--- src/u8u2_pkg.sv ---
// Constants for the UTF-8 to UCS-2 decoder
package u8u2_pkg;

    localparam logic [7:0]  CONT_MASK   = 8'hC0;
    localparam logic [7:0]  CONT_CODE   = 8'h80;
    localparam logic [7:0]  LEAD2_MASK  = 8'hE0;
    localparam logic [7:0]  LEAD2_CODE  = 8'hC0;
    localparam logic [7:0]  LEAD3_MASK  = 8'hF0;
    localparam logic [7:0]  LEAD3_CODE  = 8'hE0;
    localparam logic [7:0]  LEAD2_BITS  = 8'h1F;
    localparam logic [7:0]  LEAD3_BITS  = 8'h0F;
    localparam logic [15:0] MARK_CHAR   = 16'd63;

endpackage

--- src/utf8_to_ucs2_decoder.sv ---
// UTF-8 to UCS-2 decoder: top level
//
// Input channel: one UTF-8 byte per word on i_data_byte, taken at an edge where
// i_valid is high and o_stall is low. A zero byte ends a string and gives no
// output word of its own.
// Output channel: one 16-bit code unit per word on o_code_unit with o_bad set
// on substituted '?' marks and o_last_of_run on the final word caused by one
// input byte; a word moves when o_valid is high and i_stall is low.
// An accepted byte is decoded from the input register, and its results are
// registered in the output register. A byte that yields no word (lead byte,
// terminator) or one word is retired without holding the input, so a steady
// stream runs at one byte a cycle while the receiver does not stall.
// A byte that breaks a pending sequence yields up to three words, one per cycle
// through the output register while the receiver does not stall, and o_stall
// holds the input meanwhile. When the receiver stalls, the output register
// holds its word and the input register backs up behind it after one more byte.
// Reset clears the valid flags of both registers and returns the sequence state to idle.
module utf8_to_ucs2_decoder (
    input  logic        i_clk,
    input  logic        i_rst_n,
    input  logic        i_valid,
    output logic        o_stall,
    input  logic [7:0]  i_data_byte,
    output logic        o_valid,
    input  logic        i_stall,
    output logic [15:0] o_code_unit,
    output logic        o_bad,
    output logic        o_last_of_run
);

    // input register
    logic        r_byte_vld, n_byte_vld;
    logic [7:0]  r_byte;
    logic [1:0]  r_idx, n_idx;

    // sequence state
    logic [1:0]  r_needed, n_needed;
    logic [1:0]  r_taken, n_taken;
    logic [15:0] r_partial, n_partial;

    // output register
    logic        r_out_vld, n_out_vld;
    logic [15:0] r_out_code, n_out_code;
    logic        r_out_bad, n_out_bad;
    logic        r_out_last, n_out_last;

    logic        w_pending, w_cont, w_complete;
    logic [15:0] w_step;
    logic [1:0]  w_marks, w_cnt;
    logic        w_fresh_emit, w_fresh_bad;
    logic [15:0] w_fresh_code;
    logic [1:0]  w_lead_needed;
    logic [15:0] w_lead_partial;
    logic        w_out_load, w_emit, w_consume, w_accept;
    logic [15:0] w_res_code;
    logic        w_res_bad;

    assign w_pending  = (r_needed != 2'd0);
    assign w_cont     = ((r_byte & u8u2_pkg::CONT_MASK) == u8u2_pkg::CONT_CODE);
    assign w_step     = {r_partial[9:0], r_byte[5:0]};
    assign w_complete = w_pending && w_cont && (r_needed == 2'd1);

    // fresh handling of a byte that does not continue a pending sequence
    always_comb begin
        w_fresh_emit   = 1'b0;
        w_fresh_bad    = 1'b0;
        w_fresh_code   = {8'd0, r_byte};
        w_lead_needed  = 2'd0;
        w_lead_partial = 16'd0;
        if (r_byte == 8'd0) begin
            w_fresh_emit = 1'b0;
        end else if (!r_byte[7]) begin
            w_fresh_emit = 1'b1;
        end else if ((r_byte & u8u2_pkg::LEAD2_MASK) == u8u2_pkg::LEAD2_CODE) begin
            w_lead_needed  = 2'd1;
            w_lead_partial = {8'd0, r_byte & u8u2_pkg::LEAD2_BITS};
        end else if ((r_byte & u8u2_pkg::LEAD3_MASK) == u8u2_pkg::LEAD3_CODE) begin
            w_lead_needed  = 2'd2;
            w_lead_partial = {8'd0, r_byte & u8u2_pkg::LEAD3_BITS};
        end else begin
            // stray continuation, four-byte lead or invalid byte
            w_fresh_emit = 1'b1;
            w_fresh_bad  = 1'b1;
            w_fresh_code = u8u2_pkg::MARK_CHAR;
        end
    end

    // result count: one word for a completed sequence; else marks for a broken sequence, then the fresh word
    always_comb begin
        w_marks = 2'd0;
        w_cnt   = 2'd0;
        if (w_pending && w_cont) begin
            w_cnt = w_complete ? 2'd1 : 2'd0;
        end else begin
            if (w_pending) begin
                w_marks = (r_taken == 2'd0) ? 2'd1 : 2'd2;
            end
            w_cnt = w_marks + {1'b0, w_fresh_emit};
        end
    end

    always_comb begin
        if (r_idx < w_marks) begin
            w_res_code = u8u2_pkg::MARK_CHAR;
            w_res_bad  = 1'b1;
        end else if (w_complete) begin
            w_res_code = w_step;
            w_res_bad  = 1'b0;
        end else begin
            w_res_code = w_fresh_code;
            w_res_bad  = w_fresh_bad;
        end
    end

    assign w_out_load = !r_out_vld || !i_stall;
    assign w_emit     = r_byte_vld && (w_cnt != 2'd0) && w_out_load;
    assign w_consume  = r_byte_vld &&
                        ((w_cnt == 2'd0) || (w_emit && (r_idx == w_cnt - 2'd1)));
    assign o_stall    = r_byte_vld && !w_consume;
    assign w_accept   = i_valid && !o_stall;

    always_comb begin
        n_byte_vld = r_byte_vld;
        n_idx      = r_idx;
        if (w_accept) begin
            n_byte_vld = 1'b1;
        end else if (w_consume) begin
            n_byte_vld = 1'b0;
        end
        if (w_consume) begin
            n_idx = 2'd0;
        end else if (w_emit) begin
            n_idx = r_idx + 2'd1;
        end
    end

    always_comb begin
        n_needed  = r_needed;
        n_taken   = r_taken;
        n_partial = r_partial;
        if (w_consume) begin
            if (w_pending && w_cont) begin
                if (w_complete) begin
                    n_needed  = 2'd0;
                    n_taken   = 2'd0;
                    n_partial = 16'd0;
                end else begin
                    n_needed  = r_needed - 2'd1;
                    n_taken   = r_taken + 2'd1;
                    n_partial = w_step;
                end
            end else begin
                n_needed  = w_lead_needed;
                n_taken   = 2'd0;
                n_partial = w_lead_partial;
            end
        end
    end

    always_comb begin
        n_out_vld  = r_out_vld;
        n_out_code = r_out_code;
        n_out_bad  = r_out_bad;
        n_out_last = r_out_last;
        if (w_emit) begin
            n_out_vld  = 1'b1;
            n_out_code = w_res_code;
            n_out_bad  = w_res_bad;
            n_out_last = (r_idx == w_cnt - 2'd1);
        end else if (!i_stall) begin
            n_out_vld = 1'b0;
        end
    end

    always_ff @(posedge i_clk) begin
        if (!i_rst_n) begin
            r_byte_vld <= 1'b0;
            r_idx      <= 2'd0;
            r_needed   <= 2'd0;
            r_taken    <= 2'd0;
            r_partial  <= 16'd0;
            r_out_vld  <= 1'b0;
        end else begin
            r_byte_vld <= n_byte_vld;
            r_idx      <= n_idx;
            r_needed   <= n_needed;
            r_taken    <= n_taken;
            r_partial  <= n_partial;
            r_out_vld  <= n_out_vld;
        end
    end

    always_ff @(posedge i_clk) begin
        if (w_accept) begin
            r_byte <= i_data_byte;
        end
        r_out_code <= n_out_code;
        r_out_bad  <= n_out_bad;
        r_out_last <= n_out_last;
    end

    assign o_valid       = r_out_vld;
    assign o_code_unit   = r_out_code;
    assign o_bad         = r_out_bad;
    assign o_last_of_run = r_out_last;

endmodule

--- config.mk ---
export PLATFORM = sky130hd
export DESIGN_NAME = utf8_to_ucs2_decoder
export DESIGN_NICKNAME = d
export VERILOG_FILES = /design/src/u8u2_pkg.sv /design/src/utf8_to_ucs2_decoder.sv
export SDC_FILE = /design/constraint.sdc
export NUM_CORES = 1
export LEC_CHECK = 0
export ABC_AREA = 1
export BUFFER_PORTS_ARGS = -buffer_cell sky130_fd_sc_hd__buf_2
export CAP_MARGIN = 20
export CORE_ASPECT_RATIO = 0.5
export CORE_MARGIN = 4
export CORE_UTILIZATION = 50
export DETAILED_ROUTE_END_ITERATION = 8
export PLACE_DENSITY = 0.78
export SETUP_SLACK_MARGIN = 0.2
export SLEW_MARGIN = 25
export SYNTH_ARGS = -nofsm -noshare
export SYNTH_HDL_FRONTEND = slang
export SYNTH_SLANG_ARGS = --single-unit
--- constraint.sdc ---
create_clock -name i_clk -period 3.6 [get_ports i_clk]
set_input_delay 0.54 -clock i_clk [delete_from_list [all_inputs] [get_ports i_clk]]
set_output_delay 0.54 -clock i_clk [all_outputs]
set_load 0.02 [all_outputs]
**After elaboration in Yosys (flattened, before gate mapping)**

Index checks and enable logic that the tools add are counted.

- Register bits after elaboration: 44

- Add/sub/neg operators: 5
- Muxes and demuxes: 36
- $lt $le $gt $ge: 1
- Bitwise gates (word level): 1
- Equal/unequal tests: 6
- Reductions and logical operators: 21

Operators by type and width:

| kind | number |
|---|---|
| $mux W16 | 2 |
| $mux W2 | 13 |
| $mux W8 | 3 |
| $mux W10 | 2 |
| $mux W5 | 3 |
| $mux W1 | 12 |
| $logic_and A1 B1 Y1 | 8 |
| $logic_not A8 Y1 | 1 |
| $reduce_bool A2 Y1 | 3 |
| $add A2 B1 Y2 const B | 2 |
| $eq A4 B4 Y1 const B | 1 |
| $logic_not A1 Y1 | 4 |
| $logic_not A2 Y1 | 2 |
| $mux W4 | 1 |
| $sub A2 B1 Y2 const B | 2 |
| $eq A3 B3 Y1 const B | 1 |
| $add A2 B1 Y2 | 1 |
| $eq A2 B1 Y1 const B | 1 |
| $eq A2 B2 Y1 | 1 |
| $eq A2 B2 Y1 const B | 1 |
| $logic_or A1 B1 Y1 | 2 |
| $lt A2 B2 Y1 | 1 |
| $ne A2 B1 Y1 const B | 1 |
| $reduce_or A2 Y1 | 1 |
| $not A1 Y1 | 1 |

**Longest topological paths before layout**

- Depth after elaboration: 18
- Gate-level depth with buffers: 19
- Mapped depth without buffers: 18

**Least setup slack after synthesis**

No wires, ideal clock.

- Path kind: register to register
- Start: register r_byte[5]
- End: register r_byte[0], enable pin
- Required time: 3.229 ns
- Path slack: 0.390 ns
- Cell stages (with the launch flop): 15
- Data arrival time: 2.839 ns
- Library setup time: 0.371 ns
- Cells stage by stage: edfxtp_1 -> nor4_1 -> a21oi_1 -> ha_1 -> inv_1 -> nand2_1 -> nand2_1 -> ha_1 -> inv_2 -> nand2_1 -> a21oi_4 -> nand4_4 -> nand3_1 -> inv_1 -> nor2_1

- Longest elaborated chain between the ends: 17
- Elaborated cells on any way between the ends: 22
- Those cells by class: add/sub (2); eq/ne (3); mux (5); reduce/logical (12)

RTL lines:

| item | RTL line | RTL |
|---|---|---|
| start, declared | utf8_to_ucs2_decoder.sv:33 | `logic [7:0] r_byte;` |
| start signal, assigned | utf8_to_ucs2_decoder.sv:195 | `r_byte <= i_data_byte;` |
| $eq A4 B4 Y1 | utf8_to_ucs2_decoder.sv:77 | `end else if ((r_byte & u8u2_pkg::LEAD3_MASK) == u8u2_pkg::LEAD3_CODE) begin` |
| $mux W1 | utf8_to_ucs2_decoder.sv:77 |  |
| $mux W1 | utf8_to_ucs2_decoder.sv:74 | `end else if ((r_byte & u8u2_pkg::LEAD2_MASK) == u8u2_pkg::LEAD2_CODE) begin` |
| $mux W1 | utf8_to_ucs2_decoder.sv:72 | `end else if (!r_byte[7]) begin` |
| $mux W1 (*) | utf8_to_ucs2_decoder.sv:70 | `if (r_byte == 8'd0) begin` |
| $add A2 B1 Y2 (*) | utf8_to_ucs2_decoder.sv:98 | `w_cnt = w_marks + {1'b0, w_fresh_emit};` |
| $mux W2 (*) | utf8_to_ucs2_decoder.sv:92 | `if (w_pending && w_cont) begin` |
| parallel branches: the longest is 4 deep, another holds $sub A2 B1 Y2 | -- |  |
| $logic_or A1 B1 Y1 (*) | utf8_to_ucs2_decoder.sv:118 | `((w_cnt == 2'd0) \|\| (w_emit && (r_idx == w_cnt - 2'd1)));` |
| $logic_and A1 B1 Y1 (*) | utf8_to_ucs2_decoder.sv:117 | `assign w_consume = r_byte_vld &&` |
| $logic_not A1 Y1 (*) | utf8_to_ucs2_decoder.sv:119 | `assign o_stall = r_byte_vld && !w_consume;` |
| $logic_and A1 B1 Y1 (*) | utf8_to_ucs2_decoder.sv:119 |  |
| net o_stall | utf8_to_ucs2_decoder.sv:22 | `output logic o_stall,` |
| $logic_not A1 Y1 (*) | utf8_to_ucs2_decoder.sv:120 | `assign w_accept = i_valid && !o_stall;` |
| $logic_and A1 B1 Y1 (*) | utf8_to_ucs2_decoder.sv:120 |  |

Mark *: on every way through the listed nets, which the timed path passes.
A chain may end at the register's enable or synchronous reset.

**Final worst setup path**

- Start: register r_byte[7]
- End: output port o_stall

- Longest elaborated chain between the ends: 15
- Elaborated cells on any way between the ends: 24
- Those cells by class: add/sub (2); eq/ne (4); mux (6); reduce/logical (12)

RTL lines:

| item | RTL line |
|---|---|
| $eq A4 B4 Y1 | utf8_to_ucs2_decoder.sv:77 |
| $mux W1 | utf8_to_ucs2_decoder.sv:77 |
| $mux W1 | utf8_to_ucs2_decoder.sv:74 |
| $mux W1 | utf8_to_ucs2_decoder.sv:72 |
| $mux W1 | utf8_to_ucs2_decoder.sv:70 |
| $add A2 B1 Y2 | utf8_to_ucs2_decoder.sv:98 |
| $mux W2 (*) | utf8_to_ucs2_decoder.sv:92 |
| parallel branches: the longest is 4 deep, another holds $sub A2 B1 Y2 | -- |
| $logic_or A1 B1 Y1 (*) | utf8_to_ucs2_decoder.sv:118 |
| $logic_and A1 B1 Y1 (*) | utf8_to_ucs2_decoder.sv:117 |
| $logic_not A1 Y1 (*) | utf8_to_ucs2_decoder.sv:119 |
| $logic_and A1 B1 Y1 (*) | utf8_to_ucs2_decoder.sv:119 |
| end, declared | utf8_to_ucs2_decoder.sv:22 |

Mark *: on every way between the ends.

==> metrics.cfg <==
[outcome]
status = complete, no violations

[die]
die_h_um = 53.9
start_util_pct = 52.8
core_area_um2 = 3980
die_w_um = 99.7
ios = 32
core.rowCount = 16
dieArea_um2 = 5370

[power_and_ir_drop]
p_leak_nw = 1.14
peakVddDrop_uv = 235
p_per_area_nw_per_um2 = 471

[sta]
hold_viol_final = 0
setup-violations-final = 0
post-route-period-util_pct = 91.5
max_freq_mhz = 303
timing.setup.tns_ns = 0
rsz0062_at_grt = no
worst_slew_pin_slew_ns = 0.677
setup_ws_ns = 0.305
skew_ns = 0.00965
whs_ns = 0.402
slew_headroom_pct = 54.8
layout_min_cycle_time_ns = 3.30
finalMaxSlewViolations = 0

[clocking]
ctsHtreeMaxLevel = 2
clk_latency_ns = 0.31
clock_path_buffers = 2
clock-sinks = 44
cts_buffers = 5
cts_hold_buf = 0
cts-root-buf = clkbuf_8
cts.clk_slew.worst_paths_ns = 0.09
cts_tree = built

[finish]
diodes = 0
syn2layout_area_growth_pct = 19.6
drive_gt1_share_pct = 29.8
nets = 275
layout.cells.non_filler = 312

[routing]
vias = 1580
drtPass1Iterations = 4
drc = 0
routed_wl_mm = 4.33
via_per_inst = 5.06
drtIter0Drc = 97
routedWlPerCell_um = 13.9
ant_nets = 0

[grt]
grt_pass1_vias = 1548
grt_max_degree = 24
antenna_found_initial = 0
grt_pass1_wl_mm = 6.89
gr-usage-all-layers_pct = 17.0
grt-ovfl-total = 0

[min_path]
hold_start = i_data_byte[0]
hp-class = in2reg
holdPathStages = 1
min_to = r_byte[0]

[placed_design]
dp.cells = 296
io_buffers = 31
place_congestion = 0.926
dp_slack_ns = 0.529
dp_hpwl_mm = 2.91

[setup_path]
cp_max_fo = 8
rrSetupSlack_ns = 0.73
r2r_start = r_byte[7]
worstSetupStartpointType = flip-flop
crit_required_ns = 3.06
crit_arrival_ns = 2.76
worst_r2r_path_depth = 14
worstSetupEndpointType = output port
rr_endpoint = r_idx[1]
critPathKind = reg2out

[logic_synthesis]
synth_most_common_cell = nand2_1
yosysSeqAreaShare_pct = 54.3
synthArstFlopShare_pct = 0
synth_top_cell_by_area = edfxtp_1
postSynthCellCount = 216
synth.area.top_cells = edfxtp_1 37%, dfxtp_1 17%, nand2_1 7.0%
syn-cell-area_um2 = 2100
synthDistinctLibCells = 27
synthFlopType = edfxtp_1
synth_edf_count = 26
synth_top_area_share_pct = 37.1
synth.avg_cell_area_um2 = 9.73
synth.top_cells.by_count = 39 x nand2_1, 34 x inv_1, 26 x edfxtp_1, 20 x nor2_1, 18 x dfxtp_1
ys_seq_elements = 44
synth_fp_nets = 234
yosys_warnings = 0

[flow_run]
cap_violations = 0

cell usage in the layout (no fill, tap or decap), types with 2 or more instances in the layout:
master,instances
clkbuf_8,5
nand2_4,3
nand3_2,9
edfxtp_1,26
nor2_1,20
o21ai_0,3
buf_4,10
a21oi_1,6
ha_1,5
nand2_1,37
buf_2,31
xor2_1,3
inv_1,34
nand2_2,6
inv_4,2
dfxtp_1,18
inv_2,2
nand4_1,15
nand3_1,8
o211ai_1,2
area by class of cell:
type | count | area, um^2
Fill cell | 307 | 1470
Sequential cell | 44 | 1140
Multi-Input combinational cell | 127 | 800
Timing Repair Buffer | 41 | 230
Tap cell | 54 | 67.6
Clock inverter | 1 | 30.0
Clock buffer | 7 | 97.6
Inverter | 38 | 148
routing by layer:
layer	global-route usage [%]	up-vias	routed length (um)
li1	-	788	-
met1	19.5	742	1850
met2	31.1	43	2140
met3	4.27	7	259
met4	7.03	0	78
met5	0	-	0
power breakdown:
part           switching [mW]  total [mW]  internal [mW]
combinational           0.116       0.175         0.0590
sequential             0.0193       0.586          0.567
clock                   0.174       0.423          0.250
per-stage QoR:
stage                     util, %  power, mW  cell area (um^2)
after floorplan                 -      0.711              2100
after global placement       57.4      0.745              2290
after detailed placement     57.4      0.752              2290
after CTS                    60.8       1.17              2420
after global routing         63.1       1.23              2510
final                        63.1       1.18              2510
registers in the layout (all words and copies together), names as in the netlist:
| name | count |
|---|---|
| o_code_unit | 16 |
| r_partial | 10 |
| r_taken | 2 |
| o_last_of_run | 1 |
| r_byte | 8 |
| o_valid | 1 |
| r_byte_vld | 1 |
| r_idx | 2 |
| o_bad | 1 |
| r_needed | 2 |
cell families after synthesis:
kind of cell               after synthesis  synth area share, %
AOI/OAI and AO/OA                       13                 3.99
xor gates and xnor gates                 4                 1.67
adders and majority gates                6                 3.57
buffers and inverters                   45                 9.40
DFF                                     44                 54.3
and+or+nand+nor                        104                 27.1
timing repair:
item | in CTS | in global routing
pin swaps | 0 | 3
endpoints found under the setup margin | 1 | 1
buffers inserted | 0 | 8
gates resized for setup | 1 | 6
how the worst max path moves through the flow:
stage / startpoint / endpoint / slack, ns
after detailed placement: r_byte[5] / o_stall / 0.53
after global placement: r_byte[3] / o_stall / 0.70
after CTS: r_byte[5] / o_stall / 0.25
final: r_byte[7] / o_stall / 0.30
after global routing: r_byte[7] / o_stall / 0.16
after floorplan: r_byte[5] / r_byte[0] / 0.39
critical path: stages (launching register included):
cell and delay (ns):
edfxtp_1 0.56, nand4_1 0.20, nand2_2 0.12, a21oi_1 0.04, ha_1 0.31, inv_1 0.05
nand2_1 0.10, nand2_1 0.10, ha_4 0.28, xor2_2 0.23, nand4_4 0.15, nand3_2 0.09
inv_1 0.06, buf_2 0.15
(Power assumes the default switching activity.)
